File: config.mk
export PLATFORM = sky130hd
export DESIGN_NAME = morse_symbol_decoder
export DESIGN_NICKNAME = d
export VERILOG_FILES = /design/src/rtl/msd_pkg.sv /design/src/rtl/msd_front.sv /design/src/rtl/msd_res_fifo.sv /design/src/rtl/msd_back.sv /design/src/rtl/morse_symbol_decoder.sv
export SDC_FILE = /design/constraint.sdc
export NUM_CORES = 1
export LEC_CHECK = 0
export BUFFER_PORTS_ARGS = -buffer_cell sky130_fd_sc_hd__buf_4
export CORE_MARGIN = 3
export CORE_UTILIZATION = 30
export DETAILED_ROUTE_END_ITERATION = 8
export GPL_TIMING_DRIVEN = 0
export PLACE_DENSITY_LB_ADDON = 0.3
export SLEW_MARGIN = 15
export SYNTH_ARGS = -nofsm -noshare
export SYNTH_HDL_FRONTEND = slang
export SYNTH_SLANG_ARGS = --single-unit
File: constraint.sdc
create_clock -name clk -period 3.5 [get_ports clk]
set_clock_uncertainty 0.2 [all_clocks]
set_input_delay 0.525 -clock clk [delete_from_list [all_inputs] [get_ports clk]]
set_output_delay 0.525 -clock clk [all_outputs]
set_load 0.1 [all_outputs]
File: src/rtl/msd_pkg.sv
// shared types, constants and code table for the morse symbol decoder
package msd_pkg;

  // buffer sizing
  localparam int MAX_SYMBOLS = 9;
  localparam int CNT_W       = $clog2(MAX_SYMBOLS + 1);
  localparam int CODE_COUNT  = 48;
  localparam int CODE_MAXLEN = 6;
  localparam int LEN_W       = 3;
  localparam int BUF_W       = 8 * CODE_MAXLEN;

  // special bytes
  localparam logic [7:0] CH_BANG     = "!";
  localparam logic [7:0] CH_SPACE    = " ";
  localparam logic [7:0] CH_SLASH    = "/";
  localparam logic [7:0] CH_UNKNOWN  = "?";
  localparam logic [7:0] CH_LOWER_A  = "a";
  localparam logic [7:0] CH_LOWER_Z  = "z";
  localparam logic [7:0] CASE_OFFSET = 8'h20;

  // token class decided in the front part
  typedef enum logic [1:0] {
    KIND_SYM  = 2'd0,
    KIND_SEP  = 2'd1,
    KIND_BANG = 2'd2
  } kind_t;

  // classified input item
  typedef struct packed {
    kind_t      kind;
    logic [7:0] sym_byte;
    logic       is_last;
  } tok_t;

  // result item
  typedef struct packed {
    logic [7:0] out_char;
    logic       has_char;
    logic       end_of_text;
  } res_t;

  // one code table entry; symbols are right aligned, last symbol in the low byte
  typedef struct packed {
    logic [7:0]       ch;
    logic [LEN_W-1:0] len;
    logic [BUF_W-1:0] sym;
  } code_t;

  localparam code_t CODE_TABLE [CODE_COUNT] = '{
    '{"a", 3'd2, BUF_W'("ra")},    '{"b", 3'd4, BUF_W'("arrr")},
    '{"c", 3'd4, BUF_W'("arar")},  '{"d", 3'd3, BUF_W'("arr")},
    '{"e", 3'd1, BUF_W'("r")},     '{"f", 3'd4, BUF_W'("rrar")},
    '{"g", 3'd3, BUF_W'("aar")},   '{"h", 3'd4, BUF_W'("rrrr")},
    '{"i", 3'd2, BUF_W'("rr")},    '{"j", 3'd4, BUF_W'("raaa")},
    '{"k", 3'd3, BUF_W'("ara")},   '{"l", 3'd4, BUF_W'("rarr")},
    '{"m", 3'd2, BUF_W'("aa")},    '{"n", 3'd2, BUF_W'("ar")},
    '{"o", 3'd3, BUF_W'("aaa")},   '{"p", 3'd4, BUF_W'("raar")},
    '{"q", 3'd4, BUF_W'("aara")},  '{"r", 3'd3, BUF_W'("rar")},
    '{"s", 3'd3, BUF_W'("rrr")},   '{"t", 3'd1, BUF_W'("a")},
    '{"u", 3'd3, BUF_W'("rra")},   '{"v", 3'd4, BUF_W'("aaar")},
    '{"w", 3'd3, BUF_W'("raa")},   '{"x", 3'd4, BUF_W'("arra")},
    '{"y", 3'd4, BUF_W'("araa")},  '{"z", 3'd4, BUF_W'("aarr")},
    '{"0", 3'd5, BUF_W'("aaaaa")}, '{"1", 3'd5, BUF_W'("naaaa")},
    '{"2", 3'd5, BUF_W'("nnaaa")}, '{"3", 3'd5, BUF_W'("nnnaa")},
    '{"4", 3'd5, BUF_W'("nnnna")}, '{"5", 3'd5, BUF_W'("nnnnn")},
    '{"6", 3'd5, BUF_W'("annnn")}, '{"7", 3'd5, BUF_W'("aannn")},
    '{"8", 3'd5, BUF_W'("aaann")}, '{"9", 3'd5, BUF_W'("aaaan")},
    '{" ", 3'd2, BUF_W'("ts")},
    '{".", 3'd5, BUF_W'("rrara")}, '{",", 3'd5, BUF_W'("rraar")},
    '{":", 3'd5, BUF_W'("aaara")}, '{"?", 3'd5, BUF_W'("rarra")},
    '{"-", 3'd5, BUF_W'("arraa")}, '{"(", 3'd5, BUF_W'("arara")},
    '{")", 3'd6, BUF_W'("raarra")},
    '{"\"", 3'd5, BUF_W'("aarrr")}, '{"&", 3'd5, BUF_W'("rrrra")},
    '{"!", 3'd5, BUF_W'("rrraa")},  '{";", 3'd5, BUF_W'("raraa")}
  };

  // parallel exact match of the buffered letter against every code
  function automatic logic [7:0] lookup(input logic [CNT_W-1:0] cnt,
                                        input logic [BUF_W-1:0] buf_v);
    logic [7:0]       ch;
    logic [BUF_W-1:0] mask;
    ch = CH_UNKNOWN;
    for (int i = CODE_COUNT - 1; i >= 0; i--) begin
      mask = (BUF_W'(1) << (8 * CODE_TABLE[i].len)) - BUF_W'(1);
      if (cnt == CNT_W'(CODE_TABLE[i].len) && (buf_v & mask) == CODE_TABLE[i].sym) begin
        ch = CODE_TABLE[i].ch;
      end
    end
    return ch;
  endfunction

endpackage

File: src/rtl/msd_front.sv
// front part: classifies input bytes and queues the tokens
module msd_front (
  input  logic          clk,
  input  logic          rst_n,
  input  logic          push,
  output logic          full,
  input  logic [7:0]    sym_byte,
  input  logic          is_last,
  input  logic          tok_pop,
  output logic          tok_valid,
  output msd_pkg::tok_t tok
);

  msd_pkg::tok_t tok_in;
  msd_pkg::tok_t mem_r [2];
  logic          wp_r, rp_r;
  logic [1:0]    cnt_r, cnt_nxt;
  logic          push_ok, pop_ok;

  // classify the byte
  always_comb begin
    tok_in.sym_byte = sym_byte;
    tok_in.is_last  = is_last;
    if (sym_byte == msd_pkg::CH_SPACE || sym_byte == msd_pkg::CH_SLASH) begin
      tok_in.kind = msd_pkg::KIND_SEP;
    end else if (sym_byte == msd_pkg::CH_BANG) begin
      tok_in.kind = msd_pkg::KIND_BANG;
    end else begin
      tok_in.kind = msd_pkg::KIND_SYM;
    end
  end

  // two-entry token queue
  assign full      = (cnt_r == 2'd2);
  assign tok_valid = (cnt_r != 2'd0);
  assign tok       = mem_r[rp_r];
  assign push_ok   = push && !full;
  assign pop_ok    = tok_pop && tok_valid;

  always_comb begin
    cnt_nxt = cnt_r;
    if (push_ok && !pop_ok) begin
      cnt_nxt = cnt_r + 2'd1;
    end else if (pop_ok && !push_ok) begin
      cnt_nxt = cnt_r - 2'd1;
    end
  end

  always_ff @(posedge clk) begin
    if (push_ok) begin
      mem_r[wp_r] <= tok_in;
    end
  end

  always_ff @(posedge clk) begin
    if (!rst_n) begin
      wp_r  <= 1'b0;
      rp_r  <= 1'b0;
      cnt_r <= 2'd0;
    end else begin
      if (push_ok) begin
        wp_r <= ~wp_r;
      end
      if (pop_ok) begin
        rp_r <= ~rp_r;
      end
      cnt_r <= cnt_nxt;
    end
  end

endmodule

File: src/rtl/msd_res_fifo.sv
// result queue between the back part and the output ports
module msd_res_fifo (
  input  logic          clk,
  input  logic          rst_n,
  input  logic          push,
  input  msd_pkg::res_t push_data,
  output logic          full,
  input  logic          pop,
  output logic          empty,
  output msd_pkg::res_t pop_data
);

  msd_pkg::res_t mem_r [2];
  logic          wp_r, rp_r;
  logic [1:0]    cnt_r, cnt_nxt;
  logic          push_ok, pop_ok;

  assign full     = (cnt_r == 2'd2);
  assign empty    = (cnt_r == 2'd0);
  assign pop_data = mem_r[rp_r];
  assign push_ok  = push && !full;
  assign pop_ok   = pop && !empty;

  // occupancy
  always_comb begin
    cnt_nxt = cnt_r;
    if (push_ok && !pop_ok) begin
      cnt_nxt = cnt_r + 2'd1;
    end else if (pop_ok && !push_ok) begin
      cnt_nxt = cnt_r - 2'd1;
    end
  end

  // entry storage
  always_ff @(posedge clk) begin
    if (push_ok) begin
      mem_r[wp_r] <= push_data;
    end
  end

  // pointers
  always_ff @(posedge clk) begin
    if (!rst_n) begin
      wp_r  <= 1'b0;
      rp_r  <= 1'b0;
      cnt_r <= 2'd0;
    end else begin
      if (push_ok) begin
        wp_r <= ~wp_r;
      end
      if (pop_ok) begin
        rp_r <= ~rp_r;
      end
      cnt_r <= cnt_nxt;
    end
  end

endmodule

File: src/rtl/msd_back.sv
// back part: letter buffer, code match and capital flag
module msd_back (
  input  logic          clk,
  input  logic          rst_n,
  input  logic          tok_valid,
  input  msd_pkg::tok_t tok,
  output logic          tok_pop,
  input  logic          res_full,
  output logic          res_push,
  output msd_pkg::res_t res
);

  logic [msd_pkg::CNT_W-1:0] cnt_r, cnt_nxt, cnt_after;
  logic [msd_pkg::BUF_W-1:0] buf_r, buf_after;
  logic                      cap_r, cap_nxt, cap_after;
  logic                      fire, bang_now, store, do_finish, is_letter;
  logic [7:0]                code_ch, dec_ch;

  // one token per cycle while the result queue has room
  assign fire    = tok_valid && !res_full;
  assign tok_pop = fire;

  // buffer update for this token
  always_comb begin
    bang_now  = (tok.kind == msd_pkg::KIND_BANG) && (cnt_r == '0);
    store     = !bang_now && (tok.kind != msd_pkg::KIND_SEP) &&
                (cnt_r < msd_pkg::CNT_W'(msd_pkg::MAX_SYMBOLS));
    cnt_after = store ? cnt_r + msd_pkg::CNT_W'(1) : cnt_r;
    buf_after = store ? {buf_r[msd_pkg::BUF_W-9:0], tok.sym_byte} : buf_r;
    cap_after = cap_r || bang_now;
    do_finish = ((tok.kind == msd_pkg::KIND_SEP) || tok.is_last) && (cnt_after != '0);
  end

  // decode and apply the capital flag
  always_comb begin
    code_ch   = msd_pkg::lookup(cnt_after, buf_after);
    is_letter = (code_ch >= msd_pkg::CH_LOWER_A) && (code_ch <= msd_pkg::CH_LOWER_Z);
    dec_ch    = (cap_after && is_letter) ? code_ch - msd_pkg::CASE_OFFSET : code_ch;
  end

  // next state
  always_comb begin
    cnt_nxt = cnt_after;
    cap_nxt = cap_after;
    if (tok.is_last) begin
      cnt_nxt = '0;
      cap_nxt = 1'b0;
    end else if (do_finish) begin
      cnt_nxt = '0;
      cap_nxt = cap_after && !is_letter;
    end
  end

  // result
  assign res_push        = fire && (do_finish || tok.is_last);
  assign res.out_char    = do_finish ? dec_ch : 8'd0;
  assign res.has_char    = do_finish;
  assign res.end_of_text = tok.is_last;

  always_ff @(posedge clk) begin
    if (fire) begin
      buf_r <= buf_after;
    end
  end

  always_ff @(posedge clk) begin
    if (!rst_n) begin
      cnt_r <= '0;
      cap_r <= 1'b0;
    end else if (fire) begin
      cnt_r <= cnt_nxt;
      cap_r <= cap_nxt;
    end
  end

  // checks
  a_cnt_bound: assert property (@(posedge clk) disable iff (!rst_n)
    cnt_r <= msd_pkg::CNT_W'(msd_pkg::MAX_SYMBOLS))
    else $error("symbol count above buffer size");

  a_last_clears: assert property (@(posedge clk) disable iff (!rst_n)
    fire && tok.is_last |=> cnt_r == '0 && !cap_r)
    else $error("state not cleared after last item");

  a_no_push_full: assert property (@(posedge clk) disable iff (!rst_n)
    res_push |-> !res_full)
    else $error("result pushed into full queue");

  a_empty_only_eot: assert property (@(posedge clk) disable iff (!rst_n)
    res_push && !res.has_char |-> res.end_of_text && res.out_char == 8'd0)
    else $error("empty result outside end of text");

endmodule

File: src/rtl/morse_symbol_decoder.sv
// top level of the morse symbol decoder
// Takes one text byte per cycle while in_full is low and gives at most one
// decoded character per byte. A result passes from the token queue through
// the back stage into the result queue, whose head drives the out_ ports. The
// back stage decodes a whole letter with a combinational parallel compare
// against the 48-entry code table, so it takes one byte per cycle while the
// result queue has room. Two-entry queues sit on either side of the back
// stage, so a stalled reader holds the writer off only once both queues are
// full. Bytes 'r'/'n' are dots, 'a' a dash, space or slash ends a letter, and
// the byte flagged in_is_last always yields a result with out_end_of_text set
// and clears the decoder state.
module morse_symbol_decoder (
  input  logic       clk,
  input  logic       rst_n,
  input  logic       in_push,
  output logic       in_full,
  input  logic [7:0] in_sym_byte,
  input  logic       in_is_last,
  output logic       out_empty,
  input  logic       out_pop,
  output logic [7:0] out_char,
  output logic       out_has_char,
  output logic       out_end_of_text
);

  msd_pkg::tok_t tok;
  msd_pkg::res_t res_in, res_out;
  logic          tok_valid, tok_pop, res_push, res_full;

  // classify and queue input bytes
  msd_front u_front (
    .clk      (clk),
    .rst_n    (rst_n),
    .push     (in_push),
    .full     (in_full),
    .sym_byte (in_sym_byte),
    .is_last  (in_is_last),
    .tok_pop  (tok_pop),
    .tok_valid(tok_valid),
    .tok      (tok)
  );

  // decode letters
  msd_back u_back (
    .clk      (clk),
    .rst_n    (rst_n),
    .tok_valid(tok_valid),
    .tok      (tok),
    .tok_pop  (tok_pop),
    .res_full (res_full),
    .res_push (res_push),
    .res      (res_in)
  );

  // result queue
  msd_res_fifo u_res_fifo (
    .clk      (clk),
    .rst_n    (rst_n),
    .push     (res_push),
    .push_data(res_in),
    .full     (res_full),
    .pop      (out_pop),
    .empty    (out_empty),
    .pop_data (res_out)
  );

  assign out_char        = res_out.out_char;
  assign out_has_char    = res_out.has_char;
  assign out_end_of_text = res_out.end_of_text;

endmodule
# == Word level (Yosys, flattened, before mapping) ==
# Memories as Yosys holds them, arrays and structs flattened. A register that Yosys moved wholly into a read port is not among the register bits.
# Index checks and enable logic that the tools add are counted.
# Widths: inputs -> output; s select.
# word_totals
memories,2
latchBits,0
rom_bits,0
ram_bits,42
wordCells,240
output_inout_bits,12
register_bits,61
# mem_list
memory,depth,word_bits,rd,rd_ports_with_merged_regs,write_ports,line_no,source
u_front.mem_r,2,11,1,1,1,msd_front.sv:15,msd_pkg::tok_t mem_r [2];
u_res_fifo.mem_r,2,10,1,1,1,msd_res_fifo.sv:13,msd_pkg::res_t mem_r [2];
# op_classes
add_sub_neg,6
n_lt_le_gt_ge,3
div,0
bitwise,4
shift,0
mux,70
mul,0
eq_ne,62
reduce_logical,84
# op_table
operator,n
$eq 40x39->1 const B,20
$mux 8,49
$eq 32x31->1 const B,12
$eq 24x23->1 const B,8
$eq 16x15->1 const B,5
$logic_and 1x1->1,65
$eq 48x47->1 const B,1
$mux 48,1
$eq 8x6->1 const B,3
$eq 8x7->1 const B,2
$eq 4x3->1 const B,3
$mux 2,6
$mux 4,3
$mux 1,10
$logic_not 1->1,9
$eq 4x2->1 const B,2
$ge 8x7->1 const B,1
$le 8x7->1 const B,1
$sub 8x6->8 const B,1
$eq 2x2->1 const B,3
$reduce_bool 2->1,3
$add 2x1->2 const B,2
$add 4x1->4 const B,1
$eq 4x1->1 const B,1
10 further kinds,17

# == Longest topological paths before layout ==
# logic_depth
depth_word,62
ltp_mapped,13
depth_no_buf,11

# == By module ==
# Synthesis repeated with hierarchy kept, for this count alone.
# unflattened
cells_unflattened,713
hier_area_um2,6790.3
# modules_own_cells
module,area_each_um2,cells_each,seq_area_each_um2,n_inst
msd_back,4778.3,590,1541.5,1
msd_front,1066.0,66,760.7,1
msd_res_fifo,945.9,57,700.7,1

# == Worst setup path before layout ==
# No wires, ideal clock.
# synth_timing
path_kind,flip-flop to flip-flop
from,register u_back.cnt_r[0] (netlist bit)
to,register u_res_fifo.cnt_r[1]
slack_ns,0.460
stages_incl_launch_ff,12
n_path_buf,1
required_ns,3.224
period_less_slack_ns,3.040
t_arrival_ns,2.764
path_cell_list,dfxtp_1 inv_1 ha_1 nor2b_2 o211ai_2 buf_4 nor3_1 a311o_2 a21oi_1 ha_1 or3_1 a21boi_0
# synth_between
elab_chain_cells,14
elab_cells_between_ends,18
# synth_lines
item,line_no,source
start: declaration,msd_back.sv:13,"logic [msd_pkg::CNT_W-1:0] cnt_r, cnt_nxt, cnt_after;"
start signal: assignment,msd_back.sv:71,cnt_r <= cnt_nxt;
branches (longest 5 deep; another with $lt 4x4->1),n/a,
$mux 4 (*),msd_back.sv:28,cnt_after = store ? cnt_r + msd_pkg::CNT_W'(1) : cnt_r;
$reduce_bool 4->1 (*),msd_back.sv:31,do_finish = ((tok.kind == msd_pkg::KIND_SEP) || tok.is_last) && (cnt_after != '0);
$logic_and 1x1->1 (*),msd_back.sv:31,
$logic_or 1x1->1 (*),msd_back.sv:55,assign res_push = fire && (do_finish || tok.is_last);
$logic_and 1x1->1 (*),msd_back.sv:55,
$logic_and 1x1->1 (*),msd_res_fifo.sv:21,assign push_ok = push && !full;
net u_res_fifo.push_ok,msd_res_fifo.sv:16,"logic push_ok, pop_ok;"
$logic_not 1->1,msd_res_fifo.sv:29,end else if (pop_ok && !push_ok) begin
$logic_and 1x1->1,msd_res_fifo.sv:29,
$reduce_bool 2->1 (no line),n/a,
end signal: assignment,msd_res_fifo.sv:54,cnt_r <= cnt_nxt;
end: declaration,msd_res_fifo.sv:15,"logic [1:0] cnt_r, cnt_nxt;"
# Mark *: on every way through the listed nets, which the timed path passes.
# A chain may end at the register's enable or synchronous reset.

==> metrics.csv <==
stage,metric,value,unit
power,clkPwrFrac,0.142,
timing,drv_slew,0,
die,pin_count,25,
route,route.detailed.drc,0,
placement,dpl-instance-area,0.007239,mm²
clock_network,cts_tree,yes,
critical_path,path_max_fanout,10,
timing,max_freq,0.2941,GHz
placement,dpl.hpwl,14560,µm
global_routing,grt_usage,0.1621,
route,routed.top_layer,met4,
clock_network,cts_made_buffers,9,
die,core,0.02189,mm²
cells_and_area,final_util,0.3600,
clock_network,clock_path_buffers,2,
yosys,syn_nets,725,
route,ant_nets,0,
cells_and_area,antenna_cells,0,
clock_network,clock-sinks,103,
global_routing,grt_pass1_wl,31080,µm
clock_network,htree_num_levels,3,
critical_path,cp.required,3.46,ns
yosys,synth_area,0.006696,mm²
yosys,netlist.area_leader.share,0.3946,
cells_and_area,syn_to_final_growth,17.69,%
die,start_util,0.3059,
timing,post-route-period-util,0.9714,
route,m1WireLength,8842,µm
route,drt-total-wl,19770,µm
yosys,syn-mean-instance-area,9.472,µm²
worst_hold_path,min_path_type,in -> reg,
run_status,status,"complete, no violations",
global_routing,antenna_found_initial,0,
die,fp-row-count,54,
yosys,yosysTopAreaCell,edfxtp_1,
power,max-vdd-ir-drop,0.0003632,V
clock_network,clkTransAtPathRegs,0.07,ns
route,dr.pass1.iters,5,
placement,routabilityCongestion,0.9552,
critical_path,arrival,3.36,ns
power,switchingPower,2.945,mW
yosys,synthFlopType,edfxtp_1,
power,switching_share,0.4570,
power,p_comb_frac,0.478,
power,seqPwrFrac,0.380,
clock_network,root_buffer,clkbuf_16,
critical_path,start_kind,register,
clock_network,worstSkewPairLatency,0.35,ns
yosys,synth_warnings,0,
cells_and_area,nFillCells,2246,
global_routing,grt-ovfl-total,0,
power,power_density,817.6,mW/mm²
route,drt-initial-drc-count,646,
route,routedWlPerCell,19.08,µm
critical_path,critical_path_class,reg -> reg,
yosys,yosys-top-cells-area,"edfxtp_1 39%, nand2_1 7.3%, dfxtp_1 4.5%",
timing,hold_viol_final,0,
yosys,synth_cell_types,89,
die,fp.dieH,155.4,µm
job,maxCapViolCount,0,
cells_and_area,final_area,0.007881,mm²
yosys,ys_seq_elements,103,
timing,holdWs,0.1565,ns
timing,tightest_slew,1.001,ns
timing,slew_headroom,0.3302,
route,route.met3.wl,1667,µm
yosys,yosysMostFrequentCell,nand2_1,
global_routing,grt_max_degree,37,
yosys,ys_top_cells_by_count,"130 x nand2_1, 88 x edfxtp_1, 38 x nor2_1",
timing,layout_min_cycle_time,3.400,ns
route,wl_met2,8803,µm
route,vias,5979,
cells_and_area,drive_above_1_share,0.2077,
timing,setup_viol,0,
clock_network,hold_buffers,0,
yosys,synth_edf_count,88,
power,power.internal,3.499,mW
cells_and_area,final_net_count,769,
yosys,ys_seq_area_frac,0.4395,
yosys,synth_cells,707,
critical_path,timing.critical_path.to_type,register,
placement,io_buffers,23,
die,die_w,155.4,µm
die,dieArea,0.02415,mm²
route,viasPerCell,5.771,
power,leakagePower,2.778,nW
yosys,async_reset_ff_frac,0,
global_routing,first_global_vias,5579,
cell type report:
class | instances | area (µm²) | share of cell area
multi-input cells | 548 | 3756 | 0.4766
inverters | 17 | 63.81 | 0.008097
flip-flops and latches | 103 | 2944 | 0.3736
plain buffers | 39 | 236.5 | 0.03000
well taps | 280 | 350.3 | 0.04445
repair buffers | 33 | 272.8 | 0.03461
clock buffers | 12 | 236.5 | 0.03000
clock inverters | 4 | 21.27 | 0.002699
cells by family (layout without fill, tap and decap cells):
logic type / count (synthesis) / in the layout / share of synthesized area
simple gates: 336 / 336 / 0.2642
compound gates: 176 / 176 / 0.1971
flops: 103 / 103 / 0.4395
buf+inv: 56 / 105 / 0.04316
mux: 23 / 23 / 0.03700
xor+xnor: 7 / 7 / 0.009156
fa+ha+maj: 5 / 5 / 0.009342
other cells: 1 / 1 / 0.0005600
stage by stage:
stage / total power, mW / setup TNS [ns] / setup slack, ns / instances
2_1_floorplan: 4.524 / 0 / 0.4601 / 707
3_3_place_gp: 5.296 / -4.975 / -0.2255 / 1010
3_5_place_dp: 5.350 / -4.704 / -0.2205 / 1011
4_1_cts: 6.317 / 0 / 0.01488 / 1031
5_1_grt: 6.840 / -0.06478 / -0.01868 / 1036
6_report: 6.444 / 0 / 0.1002 / 1036
final timing paths:
path / start / end / slack [ns] / depth (start not counted)
max reg2reg: u_back.cnt_r[1] / u_res_fifo.mem_r[1][5] / 0.10 / 12
max: u_back.cnt_r[1] / u_res_fifo.mem_r[1][5] / 0.10 / 12
min: in_is_last / u_front.mem_r[0][0] / 0.16 / 1
min reg2reg: u_front.cnt_r[1] / u_front.cnt_r[1] / 0.33 / 2
sequential cells by signal, summed over array words and instances (netlist names), named ones only:
name              flops
u_res_fifo.cnt_r      2
u_front.rp_r          1
u_back.buf_r         48
u_res_fifo.mem_r     18
u_front.cnt_r         2
u_res_fifo.wp_r       1
u_front.mem_r        22
u_res_fifo.rp_r       1
u_back.cap_r          1
u_back.cnt_r          4
u_front.wp_r          1
cells in the final DEF, fill, tap and decap left out, types with 6 or more instances in the layout:
| master | netlist | final |
|---|---|---|
| buf_2 | 8 | 7 |
| edfxtp_1 | 88 | 88 |
| nor2_1 | 38 | 36 |
| nor2b_1 | 12 | 12 |
| nor4_1 | 20 | 11 |
| inv_1 | 17 | 15 |
| a211oi_1 | 9 | 7 |
| and3_1 | 6 | 6 |
| o21ai_0 | 27 | 26 |
| clkbuf_1 | 14 | 13 |
| nor3_1 | 19 | 15 |
| nor4_2 | 3 | 8 |
| mux2_2 | 14 | 14 |
| o22ai_1 | 10 | 8 |
| clkbuf_16 | 0 | 9 |
| nand3b_1 | 6 | 6 |
| a31oi_1 | 11 | 9 |
| dfxtp_1 | 15 | 14 |
| mux2i_1 | 9 | 7 |
| o32ai_1 | 6 | 6 |
| and2_1 | 12 | 12 |
| o211ai_1 | 8 | 8 |
| buf_4 | 12 | 42 |
| a21o_1 | 6 | 6 |
| nand4_1 | 17 | 17 |
| a21oi_1 | 25 | 22 |
| nand2_1 | 130 | 130 |
| nand3_1 | 21 | 21 |
what timing repair did:
action	4_1_cts	5_1_grt
pin swaps	2	8
endpoints found under the setup margin	36	73
buffers inserted	4	5
resized for setup	8	56
routing by layer:
layer / vias up / track usage
met3: 40 / 0.03282
met1: 2859 / 0.2297
met2: 270 / 0.2503
li1: 2810 / -
met4: 0 / 0.04877
met5: - / 0
power by group through the flow:
stage | clock [mW] | combinational (mW) | sequential, mW
finish | 0.918 | 3.08 | 2.45
detailed placement | 0 | 2.89 | 2.46
global route | 0.986 | 3.34 | 2.52
floorplan | 0 | 2.20 | 2.32
global placement | 0 | 2.83 | 2.46
CTS | 0.947 | 2.93 | 2.44
worst max-delay path, cell delays in order, from the launching register on:
cell and delay (ns):
dfxtp_2 0.34, inv_1 0.13, ha_1 0.16, nor2b_2 0.21, o211a_1 0.26, buf_4 0.22, buf_6 0.19, nand2_4 0.15
o21ai_1 0.21, and4b_1 0.32, o211ai_1 0.25, nand3b_1 0.20, nor4_2 0.35
(Power assumes the default switching activity.)
